## src/rtl/core/cmdl_pkg.sv

```systemverilog
// Shared types, character codes and the per-character parse step of the command line decoder.
`timescale 1ns / 1ps

package cmdl_pkg;

   localparam logic [7:0] CHAR_NUL   = 8'h00;
   localparam logic [7:0] CHAR_TAB   = 8'h09;
   localparam logic [7:0] CHAR_LF    = 8'h0A;
   localparam logic [7:0] CHAR_CR    = 8'h0D;
   localparam logic [7:0] CHAR_SPACE = 8'h20;
   localparam logic [7:0] CHAR_PLUS  = 8'h2B;
   localparam logic [7:0] CHAR_MINUS = 8'h2D;
   localparam logic [7:0] CHAR_ZERO  = 8'h30;
   localparam logic [7:0] CHAR_ONE   = 8'h31;
   localparam logic [7:0] CHAR_FOUR  = 8'h34;
   localparam logic [7:0] CHAR_NINE  = 8'h39;
   localparam logic [7:0] CASE_GAP   = 8'h20;

   localparam logic [6:0] DUTY_CAP = 7'd100;
   localparam logic [2:0] POS_LAST = 3'd7;

   // candidate flag bits
   localparam int FLAG_STOP   = 0;
   localparam int FLAG_ENCALL = 1;
   localparam int FLAG_ENC    = 2;
   localparam int FLAG_MOTOR  = 3;

   localparam logic [2:0] POS_KEY0 = 3'd0;
   localparam logic [2:0] POS_KEY1 = 3'd1;
   localparam logic [2:0] POS_KEY2 = 3'd2;
   localparam logic [2:0] POS_KEY3 = 3'd3;
   localparam logic [2:0] POS_KEY4 = 3'd4;
   localparam logic [2:0] POS_KEY5 = 3'd5;

   localparam logic [2:0] KIND_STOP_ALL = 3'd0;
   localparam logic [2:0] KIND_READ_ALL = 3'd1;
   localparam logic [2:0] KIND_READ_ONE = 3'd2;
   localparam logic [2:0] KIND_SET_DUTY = 3'd3;
   localparam logic [2:0] KIND_ERROR    = 3'd4;

   typedef struct packed {
      logic       skipping_blanks;
      logic [2:0] char_position;
      logic [3:0] candidate_flags;
      logic [1:0] held_motor;
      logic       negative_sign;
      logic [6:0] duty_accumulator;
      logic       digits_open;
      logic       text_closed;
   } parse_state_type;

   typedef struct packed {
      logic [2:0]        command_kind;
      logic [1:0]        motor_index;
      logic signed [7:0] duty_value;
   } result_type;

   localparam parse_state_type PARSE_RESET = '{
      skipping_blanks:  1'b1,
      char_position:    3'd0,
      candidate_flags:  4'hF,
      held_motor:       2'd0,
      negative_sign:    1'b0,
      duty_accumulator: 7'd0,
      digits_open:      1'b1,
      text_closed:      1'b0
   };

   function automatic logic letter_is(logic [7:0] c, logic [7:0] upper);
      return (c == upper) || (c == (upper + CASE_GAP));
   endfunction

   function automatic logic motor_digit(logic [7:0] c);
      return (c >= CHAR_ONE) && (c <= CHAR_FOUR);
   endfunction

   // One character through the keyword matcher and duty accumulator.
   function automatic parse_state_type take_char(parse_state_type s, logic [7:0] c);
      parse_state_type n;
      logic [7:0]      motor_off;
      logic [9:0]      acc_ext;
      logic [9:0]      acc_next;
      n         = s;
      motor_off = c - CHAR_ONE;
      acc_ext   = {3'b000, s.duty_accumulator};
      acc_next  = (acc_ext << 3) + (acc_ext << 1) + {6'b000000, c[3:0]};
      if (s.skipping_blanks && ((c == CHAR_SPACE) || (c == CHAR_TAB))) begin
         return s;
      end
      n.skipping_blanks = 1'b0;
      case (s.char_position)
         POS_KEY0: begin
            if (!letter_is(c, "S")) n.candidate_flags[FLAG_STOP] = 1'b0;
            if (!letter_is(c, "E")) begin
               n.candidate_flags[FLAG_ENCALL] = 1'b0;
               n.candidate_flags[FLAG_ENC]    = 1'b0;
            end
            if (!letter_is(c, "M")) n.candidate_flags[FLAG_MOTOR] = 1'b0;
         end
         POS_KEY1: begin
            if (!letter_is(c, "T")) n.candidate_flags[FLAG_STOP] = 1'b0;
            if (!letter_is(c, "N")) begin
               n.candidate_flags[FLAG_ENCALL] = 1'b0;
               n.candidate_flags[FLAG_ENC]    = 1'b0;
            end
            if (!motor_digit(c)) n.candidate_flags[FLAG_MOTOR] = 1'b0;
            if (n.candidate_flags[FLAG_MOTOR]) n.held_motor = motor_off[1:0];
         end
         POS_KEY2: begin
            if (!letter_is(c, "O")) n.candidate_flags[FLAG_STOP] = 1'b0;
            if (!letter_is(c, "C")) begin
               n.candidate_flags[FLAG_ENCALL] = 1'b0;
               n.candidate_flags[FLAG_ENC]    = 1'b0;
            end
            if (!((c == CHAR_PLUS) || (c == CHAR_MINUS)))
               n.candidate_flags[FLAG_MOTOR] = 1'b0;
            n.negative_sign = (c == CHAR_MINUS);
         end
         POS_KEY3: begin
            if (!letter_is(c, "P")) n.candidate_flags[FLAG_STOP] = 1'b0;
            if (!letter_is(c, "A")) n.candidate_flags[FLAG_ENCALL] = 1'b0;
            if (!motor_digit(c)) n.candidate_flags[FLAG_ENC] = 1'b0;
            if (n.candidate_flags[FLAG_ENC]) n.held_motor = motor_off[1:0];
         end
         POS_KEY4: begin
            if (!((c == CHAR_NUL) || (c == CHAR_CR) || (c == CHAR_LF) ||
                  (c == CHAR_SPACE)))
               n.candidate_flags[FLAG_STOP] = 1'b0;
            if (!letter_is(c, "L")) n.candidate_flags[FLAG_ENCALL] = 1'b0;
         end
         POS_KEY5: begin
            if (!letter_is(c, "L")) n.candidate_flags[FLAG_ENCALL] = 1'b0;
         end
         default: begin
         end
      endcase
      if ((s.char_position >= POS_KEY3) && s.digits_open) begin
         if ((c >= CHAR_ZERO) && (c <= CHAR_NINE)) begin
            n.duty_accumulator = (acc_next > {3'b000, DUTY_CAP}) ? DUTY_CAP : acc_next[6:0];
         end else begin
            n.digits_open = 1'b0;
         end
      end
      if (s.char_position != POS_LAST) n.char_position = s.char_position + 3'd1;
      return n;
   endfunction

endpackage

```

## src/rtl/core/cmdl_parser.sv

```systemverilog
// Line parse state and the per-character update; emits the decoded result on a line's last character.
`timescale 1ns / 1ps

module cmdl_parser
   import cmdl_pkg::*;
(
   input  logic       clock,
   input  logic       reset,
   input  logic       take,
   input  logic [7:0] char_code,
   input  logic       line_end,
   output logic       result_valid,
   output result_type result
);

   parse_state_type state_ff;
   parse_state_type state_in;
   parse_state_type after_char;
   parse_state_type after_end;
   logic [7:0]      duty_mag;

   always_comb begin
      after_char = state_ff;
      if (!state_ff.text_closed) begin
         after_char = take_char(state_ff, char_code);
         if (char_code == CHAR_NUL) after_char.text_closed = 1'b1;
      end
      // line end behaves as a trailing NUL unless one already closed the text
      after_end = after_char;
      if (!after_char.text_closed) after_end = take_char(after_char, CHAR_NUL);

      state_in = state_ff;
      if (take) state_in = line_end ? PARSE_RESET : after_char;
   end

   always_ff @(posedge clock) begin
      if (reset) begin
         state_ff <= PARSE_RESET;
      end else begin
         state_ff <= state_in;
      end
   end

   assign duty_mag = {1'b0, after_end.duty_accumulator};

   always_comb begin
      result.command_kind = KIND_ERROR;
      result.motor_index  = 2'd0;
      result.duty_value   = 8'sd0;
      if (after_end.candidate_flags[FLAG_STOP]) begin
         result.command_kind = KIND_STOP_ALL;
      end else if (after_end.candidate_flags[FLAG_ENCALL]) begin
         result.command_kind = KIND_READ_ALL;
      end else if (after_end.candidate_flags[FLAG_ENC]) begin
         result.command_kind = KIND_READ_ONE;
         result.motor_index  = after_end.held_motor;
      end else if (after_end.candidate_flags[FLAG_MOTOR]) begin
         result.command_kind = KIND_SET_DUTY;
         result.motor_index  = after_end.held_motor;
         result.duty_value   = after_end.negative_sign ? $signed(8'd0 - duty_mag)
                                                       : $signed(duty_mag);
      end
   end

   assign result_valid = take && line_end;

endmodule

```

## src/rtl/core/cmdl_rsp_reg.sv

```systemverilog
// Result register on the rsp channel; holds one decoded transaction while stalled.
`timescale 1ns / 1ps

module cmdl_rsp_reg
   import cmdl_pkg::*;
(
   input  logic       clock,
   input  logic       reset,
   input  logic       load,
   input  result_type load_data,
   input  logic       rsp_stall,
   output logic       full,
   output logic       rsp_valid,
   output result_type rsp_data
);

   logic       valid_ff;
   logic       valid_in;
   result_type data_ff;

   always_comb begin
      valid_in = valid_ff;
      if (load) begin
         valid_in = 1'b1;
      end else if (valid_ff && !rsp_stall) begin
         valid_in = 1'b0;
      end
   end

   always_ff @(posedge clock) begin
      if (reset) begin
         valid_ff <= 1'b0;
      end else begin
         valid_ff <= valid_in;
      end
   end

   always_ff @(posedge clock) begin
      if (load) data_ff <= load_data;
   end

   assign full      = valid_ff && rsp_stall;
   assign rsp_valid = valid_ff;
   assign rsp_data  = data_ff;

endmodule

```

## src/rtl/core/motor_command_line_decoder_core.sv

```systemverilog
// Top level of the motor command line decoder: parser plus registered result port.
`timescale 1ns / 1ps

// Takes one character of a command line per cycle on req_ while req_stall is low
// and gives one decoded command on rsp_ for every line, registered in the cycle
// after the transaction that carries req_line_end. Leading blanks are skipped and
// keywords are case blind: STOP, ENCALL, ENC<1-4>, M<1-4><+|-><digits> (duty capped
// at 100), else error. The parse state is a single register updated per character.
// req_stall rises only while a finished result sits in the output register and
// rsp_stall is high, so with a free downstream a new line may start right away.

module motor_command_line_decoder_core
   import cmdl_pkg::*;
(
   input  logic              clock,
   input  logic              reset,
   input  logic              req_valid,
   output logic              req_stall,
   input  logic [7:0]        req_char_code,
   input  logic              req_line_end,
   output logic              rsp_valid,
   input  logic              rsp_stall,
   output logic [2:0]        rsp_command_kind,
   output logic [1:0]        rsp_motor_index,
   output logic signed [7:0] rsp_duty_value
);

   logic       take;
   logic       result_valid;
   logic       out_full;
   result_type result;
   result_type rsp_data;

   assign req_stall = out_full;
   assign take      = req_valid && !out_full;

   cmdl_parser u_parser (
      .clock        (clock),
      .reset        (reset),
      .take         (take),
      .char_code    (req_char_code),
      .line_end     (req_line_end),
      .result_valid (result_valid),
      .result       (result)
   );

   cmdl_rsp_reg u_rsp_reg (
      .clock     (clock),
      .reset     (reset),
      .load      (result_valid),
      .load_data (result),
      .rsp_stall (rsp_stall),
      .full      (out_full),
      .rsp_valid (rsp_valid),
      .rsp_data  (rsp_data)
   );

   assign rsp_command_kind = rsp_data.command_kind;
   assign rsp_motor_index  = rsp_data.motor_index;
   assign rsp_duty_value   = rsp_data.duty_value;

   a_stall_only_when_full: assert property (@(posedge clock) disable iff (reset)
      req_stall |-> rsp_valid)
      else $error("req_stall without a pending result");

   a_duty_only_for_set: assert property (@(posedge clock) disable iff (reset)
      (rsp_valid && (rsp_command_kind != KIND_SET_DUTY)) |-> (rsp_duty_value == 8'sd0))
      else $error("nonzero duty on a non set-duty command");

   a_motor_zero: assert property (@(posedge clock) disable iff (reset)
      (rsp_valid && ((rsp_command_kind == KIND_STOP_ALL) ||
                     (rsp_command_kind == KIND_READ_ALL) ||
                     (rsp_command_kind == KIND_ERROR))) |-> (rsp_motor_index == 2'd0))
      else $error("motor index set on a command without a motor");

   a_duty_range: assert property (@(posedge clock) disable iff (reset)
      rsp_valid |-> ((rsp_duty_value <= 8'sd100) && (rsp_duty_value >= -8'sd100)))
      else $error("duty outside -100..100");

   a_line_end_result: assert property (@(posedge clock) disable iff (reset)
      (req_valid && !req_stall && req_line_end) |=> rsp_valid)
      else $error("line end transaction produced no result");

endmodule

```

## config.mk

```make
export PLATFORM = sky130hd
export DESIGN_NAME = motor_command_line_decoder_core
export DESIGN_NICKNAME = d
export VERILOG_FILES = /design/src/rtl/core/cmdl_pkg.sv /design/src/rtl/core/cmdl_parser.sv /design/src/rtl/core/cmdl_rsp_reg.sv /design/src/rtl/core/motor_command_line_decoder_core.sv
export SDC_FILE = /design/constraint.sdc
export NUM_CORES = 1
export LEC_CHECK = 0
export ABC_CLOCK_PERIOD_IN_PS = 3400
export BUFFER_PORTS_ARGS = -buffer_cell sky130_fd_sc_hd__buf_2
export CAP_MARGIN = 30
export CORE_UTILIZATION = 55
export CTS_BUF_LIST = sky130_fd_sc_hd__clkbuf_8
export DETAILED_ROUTE_END_ITERATION = 8
export GPL_ROUTABILITY_DRIVEN = 1
export PLACE_DENSITY = 0.79
export SKIP_CTS_REPAIR_TIMING = 1
export SLEW_MARGIN = 30
export SYNTH_ARGS = -nofsm -noshare
export SYNTH_HDL_FRONTEND = slang
export SYNTH_HIERARCHICAL = 1
export SYNTH_SLANG_ARGS = --single-unit
```

## constraint.sdc

```tcl
create_clock -name clock -period 3.4 [get_ports clock]
set_input_delay 0.17 -clock clock [delete_from_list [all_inputs] [get_ports clock]]
set_output_delay 0.17 -clock clock [all_outputs]
set_load 0.01 [all_outputs]
```

* Word level (Yosys, flattened, before mapping)
Index checks and enable logic that the tools add are counted.
** Word-level totals
- Word-level logic and storage cells :: 165
- Output and inout bits :: 15
- Register bits after elaboration :: 34
** Operators by class
- Bitwise gates (word level) :: 2
- $add $sub $neg :: 5
- Reduce and logical (&&, ||, !) cells :: 39
- Equal/unequal tests :: 37
- Multiplexer cells :: 60
- Order comparisons :: 7
** Operators with widths (count)
- 8-bit by 7-bit == test with 1-bit output, second input constant :: 20
- 20-bit two-way mux :: 4
- 1-bit two-way mux :: 33
- 8-bit by 4-bit == test with 1-bit output, second input constant :: 3
- 8-bit by 6-bit == test with 1-bit output, second input constant :: 3
- 8-bit by 6-bit greater-or-equal comparator with 1-bit output, second input constant :: 2
- 8-bit by 6-bit less-or-equal comparator with 1-bit output, second input constant :: 2
- 16-bit two-way mux :: 1
- 8-bit two-way mux :: 2
- 1-bit logical OR :: 15
- 2-bit two-way mux :: 7
- 7-bit two-way mux :: 2
- 13-bit two-way mux :: 1
- 3-bit by 2-bit == test with 1-bit output, second input constant :: 4
- 3-bit == test, second input constant :: 4
- 10-bit by 4-bit adder with 10-bit output :: 1
- 10-bit by 8-bit adder with 10-bit output :: 1
- 10-bit by 7-bit greater-than comparator with 1-bit output, second input constant :: 1
- 1-bit case mux with 5 select lines :: 2
- 1-bit logical AND :: 9
- 8-bit logical NOT :: 1
- 2-bit case mux with 2 select lines :: 2
- 4-bit OR reduction :: 2
- 1-bit by 7-bit subtractor with 8-bit output, first input constant :: 1
- 18 further kinds :: 27

* Longest topological paths before layout
- Depth in word-level cells :: 23
- Mapped depth :: 16
- Depth with buffers taken out :: 16

* Hierarchy
Netlist, hierarchy kept.
** By module, submodules not included
- cmdl_parser :: times used 1, cells an instance 290, area an instance 2346.0 µm², sequential area each 400.4 µm²
- cmdl_rsp_reg :: times used 1, cells an instance 17, area an instance 426.7 µm², sequential area each 410.4 µm²
- motor_command_line_decoder_core :: times used 1, cells an instance 1, area an instance 13.8 µm², sequential area each 0.0 µm²

* Worst setup path after synthesis
OpenSTA, ideal clock, no wires.
- Path type :: register -> register
- Start :: register u_parser/state_ff[2] in the netlist's numbering
- End :: register u_rsp_reg.data_ff, in the netlist u_rsp_reg/rsp_data[4], data pin
- Period minus slack after synthesis :: 3.638 ns
- Cell stages (with the launch flop) :: 15
- Slack :: -0.238 ns
- Buffers on the path :: 0
- Data arrival time :: 3.375 ns
- Required time :: 3.137 ns
- Library setup time :: 0.263 ns
- Cell sequence :: dfxtp_1 fa_1 inv_1 fa_1 nor2b_1 o221ai_1 a21oi_1 xor2_1 nor3_1 a22oi_1 ha_1 inv_1 o31ai_2 xor2_1 nor2_1
** Between the ends
- Word-level cells in the longest chain between the ends :: 11
** RTL lines
- start, declared :: line cmdl_parser.sv:16 : parse_state_type state_ff;
- start signal, assigned :: line cmdl_parser.sv:40 : state_ff <= state_in;
- 10-bit by 8-bit adder with 10-bit output :: line cmdl_pkg.sv:86 : acc_next = (acc_ext << 3) + (acc_ext << 1) + {6'b000000, c[3:0]};
- 10-bit by 4-bit adder with 10-bit output :: line cmdl_pkg.sv:86
- 10-bit by 7-bit greater-than comparator with 1-bit output :: line cmdl_pkg.sv:139 : n.duty_accumulator = (acc_next > {3'b000, DUTY_CAP}) ? DUTY_CAP : acc_next[6:0];
- 7-bit two-way mux :: line cmdl_pkg.sv:139
- 7-bit two-way mux :: line cmdl_pkg.sv:138 : if ((c >= CHAR_ZERO) && (c <= CHAR_NINE)) begin
- 8-bit two-way mux :: line cmdl_pkg.sv:137 : if ((s.char_position >= POS_KEY3) && s.digits_open) begin
- 20-bit two-way mux :: line cmdl_pkg.sv:90 : n.skipping_blanks = 1'b0;
- 20-bit two-way mux * :: line cmdl_parser.sv:24 : if (!state_ff.text_closed) begin
- 16-bit two-way mux * :: line cmdl_parser.sv:30 : if (!after_char.text_closed) after_end = take_char(after_char, CHAR_NUL);
- 1-bit by 7-bit subtractor with 8-bit output :: line cmdl_parser.sv:60 : result.duty_value = after_end.negative_sign ? $signed(8'd0 - duty_mag)
- 8-bit two-way mux * :: line cmdl_parser.sv:60
- end signal, assigned :: line cmdl_rsp_reg.sv:39 : if (load) data_ff <= load_data;
- end, declared :: line cmdl_rsp_reg.sv:19 : result_type data_ff;
Mark *: on every way between the ends. The rest lies on a longest branch, timed or not. The select of a mux whose other input is x is not followed.
A chain may end at the register's enable or synchronous reset.

* Worst setup path in the final report
Same ends and word-level chain as after synthesis.

==> impl_results.md <==
* Outcome: finished clean
* Yosys top cell area share at 15.09%
* Critical path endpoint category: register
* Slew HR at about half
* Final routed DRC violation total at 0
* Synth area leaders: dfxtp_1, edfxtp_1, ha_1
* Total Power at between 0.8 and 0.9 mW
* Core area at roughly 4800 sq um
* Pleak at ~1.3 nW
* Post-Syn Nets at between 300 and 400
* Routed vias/inst at roughly 6.3
* Final Hold Fails at 0
* Die W at 73.18 um
* Setup CP Type: reg -> reg
* Clock sinks at 34
* Number of synthesized register bits at 34
* Place WS at 64.97 ps
* Antenna violations before repair at 0
* Yosys Warn Count at 6
* Number of DRC markers in iteration 0 at ~190
* Rows at 25
* CP required at 3430 ps
* Max-slew violations at 0
* Area grow syn2layout at 16.61%
* Peak supply drop at 0.0001881 V
* Initial Util at 58.22%
* Class of the tightest hold or removal check: in -> reg
* Num ports at 28
* Antenna Violating Nets Remaining at 0
* Layout Utilization at between 60% and 70%
* Syn Area/Cell at 9.047 sq um
* Final period utilization at about 96%
* Clock Skew at between 5 and 6 ps
* Unrepaired setup endpoints after global routing: true
* Hpwl dp at between 5 and 6 mm
* Total Routing Usage GR at between 20 and 30%
* Final GP Congestion at 0.9615
* Async SR Flop Fraction at 0%
* Netlist cell types at 83
* Fmax at between 300 and 400 MHz
* Nets at between 300 and 400
* Post-synthesis cell area at 2786 sq um
* Largest net degree at the start of global routing at 17
* Congestion Overflow GR at 0
* N_diodes at 0
* Crit Path Max Fanout at 9
* Syn Inst Count at 308
* Final instance area at 3249 sq um
* Period minus WS final at roughly 3300 ps
* Clock Root Buffer: clkbuf_8
* IO buf count at 27
* Skew-Pair Late Insertion Delay at slightly below 300 ps
* Max clock buf depth at 2
* First-pass GRT wire length at between 10 and 15 mm
* Setup ws final at 145.2 ps
* Sequential area share after synthesis at between 20 and 30%
* CP Data Arrival Time at roughly 3300 ps
* Endpoints failing setup at 0
* Die Height at approximately 73 um
* Vias at 2,638
* Startpoint types: register
* Area of the die at between 5000 and 6000 sq um
* Drt wl/cell at about 17 um
* Number of global-route vias before repair at between 2,000 and 2,500
* CTS tree: built
* Layout cells sized above 1 at 25.00%
* Worst Tran Pin Value at 758.3 ps
* Most area-hungry cell type in the Yosys netlist: dfxtp_1
* Worst-path clk slew at 70 ps
* Post-synth EDFFs at 13
* Ys flop type: dfxtp_1
* Placed cell areas at 3137 sq um
* Pwr dens at 261.9 nW/um^2
* Max_cap viols at 0
* Filler cells at 400
* CTS Buf Count at 5
* Routed WL at about 6.9 mm
* H-tree levels at 2
* TritonRoute pass-1 iters at 4
-- placed cells by master, fill, tap and decap left out, types with 5 or more instances in the layout --
| cell | instances |
|---|---|
| nor2_1 | 36 |
| nor3_1 | 5 |
| ha_1 | 21 |
| dfxtp_1 | 20 |
| and2_1 | 5 |
| inv_1 | 21 |
| buf_4 | 16 |
| a22oi_1 | 6 |
| a21oi_1 | 9 |
| nand3_1 | 8 |
| nand2_1 | 18 |
| buf_2 | 27 |
| clkbuf_8 | 5 |
| o21ai_0 | 14 |
| edfxtp_1 | 13 |
-- metrics by stage --
step                      hold WS [ps]  std cells  setup TNS [ps]
after global placement           414.4        411               0
final                            130.1        419               0
after CTS                        115.6        419               0
after global routing             201.5        419          -16.58
after floorplan                  234.2        308               0
after detailed placement         419.1        411               0
-- area by class of cell --
type | instances | area [sq um] | share of cell area, %
inverter | 21 | 78.83 | 2.426
tap | 67 | 83.83 | 2.580
multi-input combinational | 246 | 1937 | 59.61
clock inverter | 3 | 13.76 | 0.4236
timing repair buffer | 43 | 255.2 | 7.855
sequential | 34 | 812.0 | 24.99
clock buffer | 5 | 68.82 | 2.118
-- where the power goes --
part / internal, mW / switching (mW) / leakage (nW) / total, mW
Clock: 0.139 / 0.153 / 0.0491 / 0.292
Sequential: 0.433 / 0.00774 / 0.298 / 0.441
Combinational: 0.0449 / 0.0739 / 0.964 / 0.119
-- cells by family after synthesis --
kind of cell | count (synthesis) | synth area share (%)
and+or+nand+nor | 114 | 22.54
AOI/OAI and AO/OA | 95 | 28.33
DFF | 34 | 29.10
buffers and inverters | 28 | 4.311
adders and majority gates | 24 | 11.32
xor gates and xnor gates | 8 | 2.514
muxes | 5 | 1.886
-- synth_stat cells (all sizes together), types with 4 or more instances --
cell,instances
nor2,37
o31ai,5
nand3,8
and3,5
nor3,7
nand4,4
a21oi,11
nor2b,4
and2,6
nand2,19
nand2b,4
a211oi,4
xor2,4
o21ai,15
clkbuf,4
a22oi,7
edfxtp,13
dfxtp,21
a21boi,4
ha,22
xnor2,4
inv,21
o211ai,4
-- per-layer routing --
layer / vias to the layer above / routed length, um / track usage, %
met4: 0 / 189 / 12.64
li1: 1259 / - / -
met3: 22 / 392 / 4.144
met1: 1232 / 2923 / 34.47
met2: 125 / 3426 / 47.02
met5: - / 0 / 0
-- critical path, cell delays in order (launching register included) --
cell	delay [ps]
dfxtp_2	340
buf_4	130
ha_1	140
ha_1	190
inv_1	80
fa_2	410
nor2b_2	140
o221ai_1	130
a21oi_2	200
xor2_2	100
buf_4	180
o41a_1	440
o31ai_2	290
xor2_1	170
nor2_1	50
-- state kept, by name (all words and copies together), names as in the netlist --
register,count
u_rsp_reg/rsp_data,13
u_parser/state_ff,20
u_rsp_reg/rsp_valid,1
-- final timing paths --
kind / cells past startpoint / slack, ps / from / endpoint
worst min-delay path: 3 / 130 / rsp_stall / u_rsp_reg/rsp_valid
worst max-delay path: 14 / 150 / u_parser/state_ff[2] / u_rsp_reg/rsp_data[4]
worst min register to register: 2 / 490 / u_parser/state_ff[12] / u_parser/state_ff[12]
worst max register to register: 14 / 150 / u_parser/state_ff[2] / u_rsp_reg/rsp_data[4]
No activity file was read; power rests on OpenSTA's default activity.
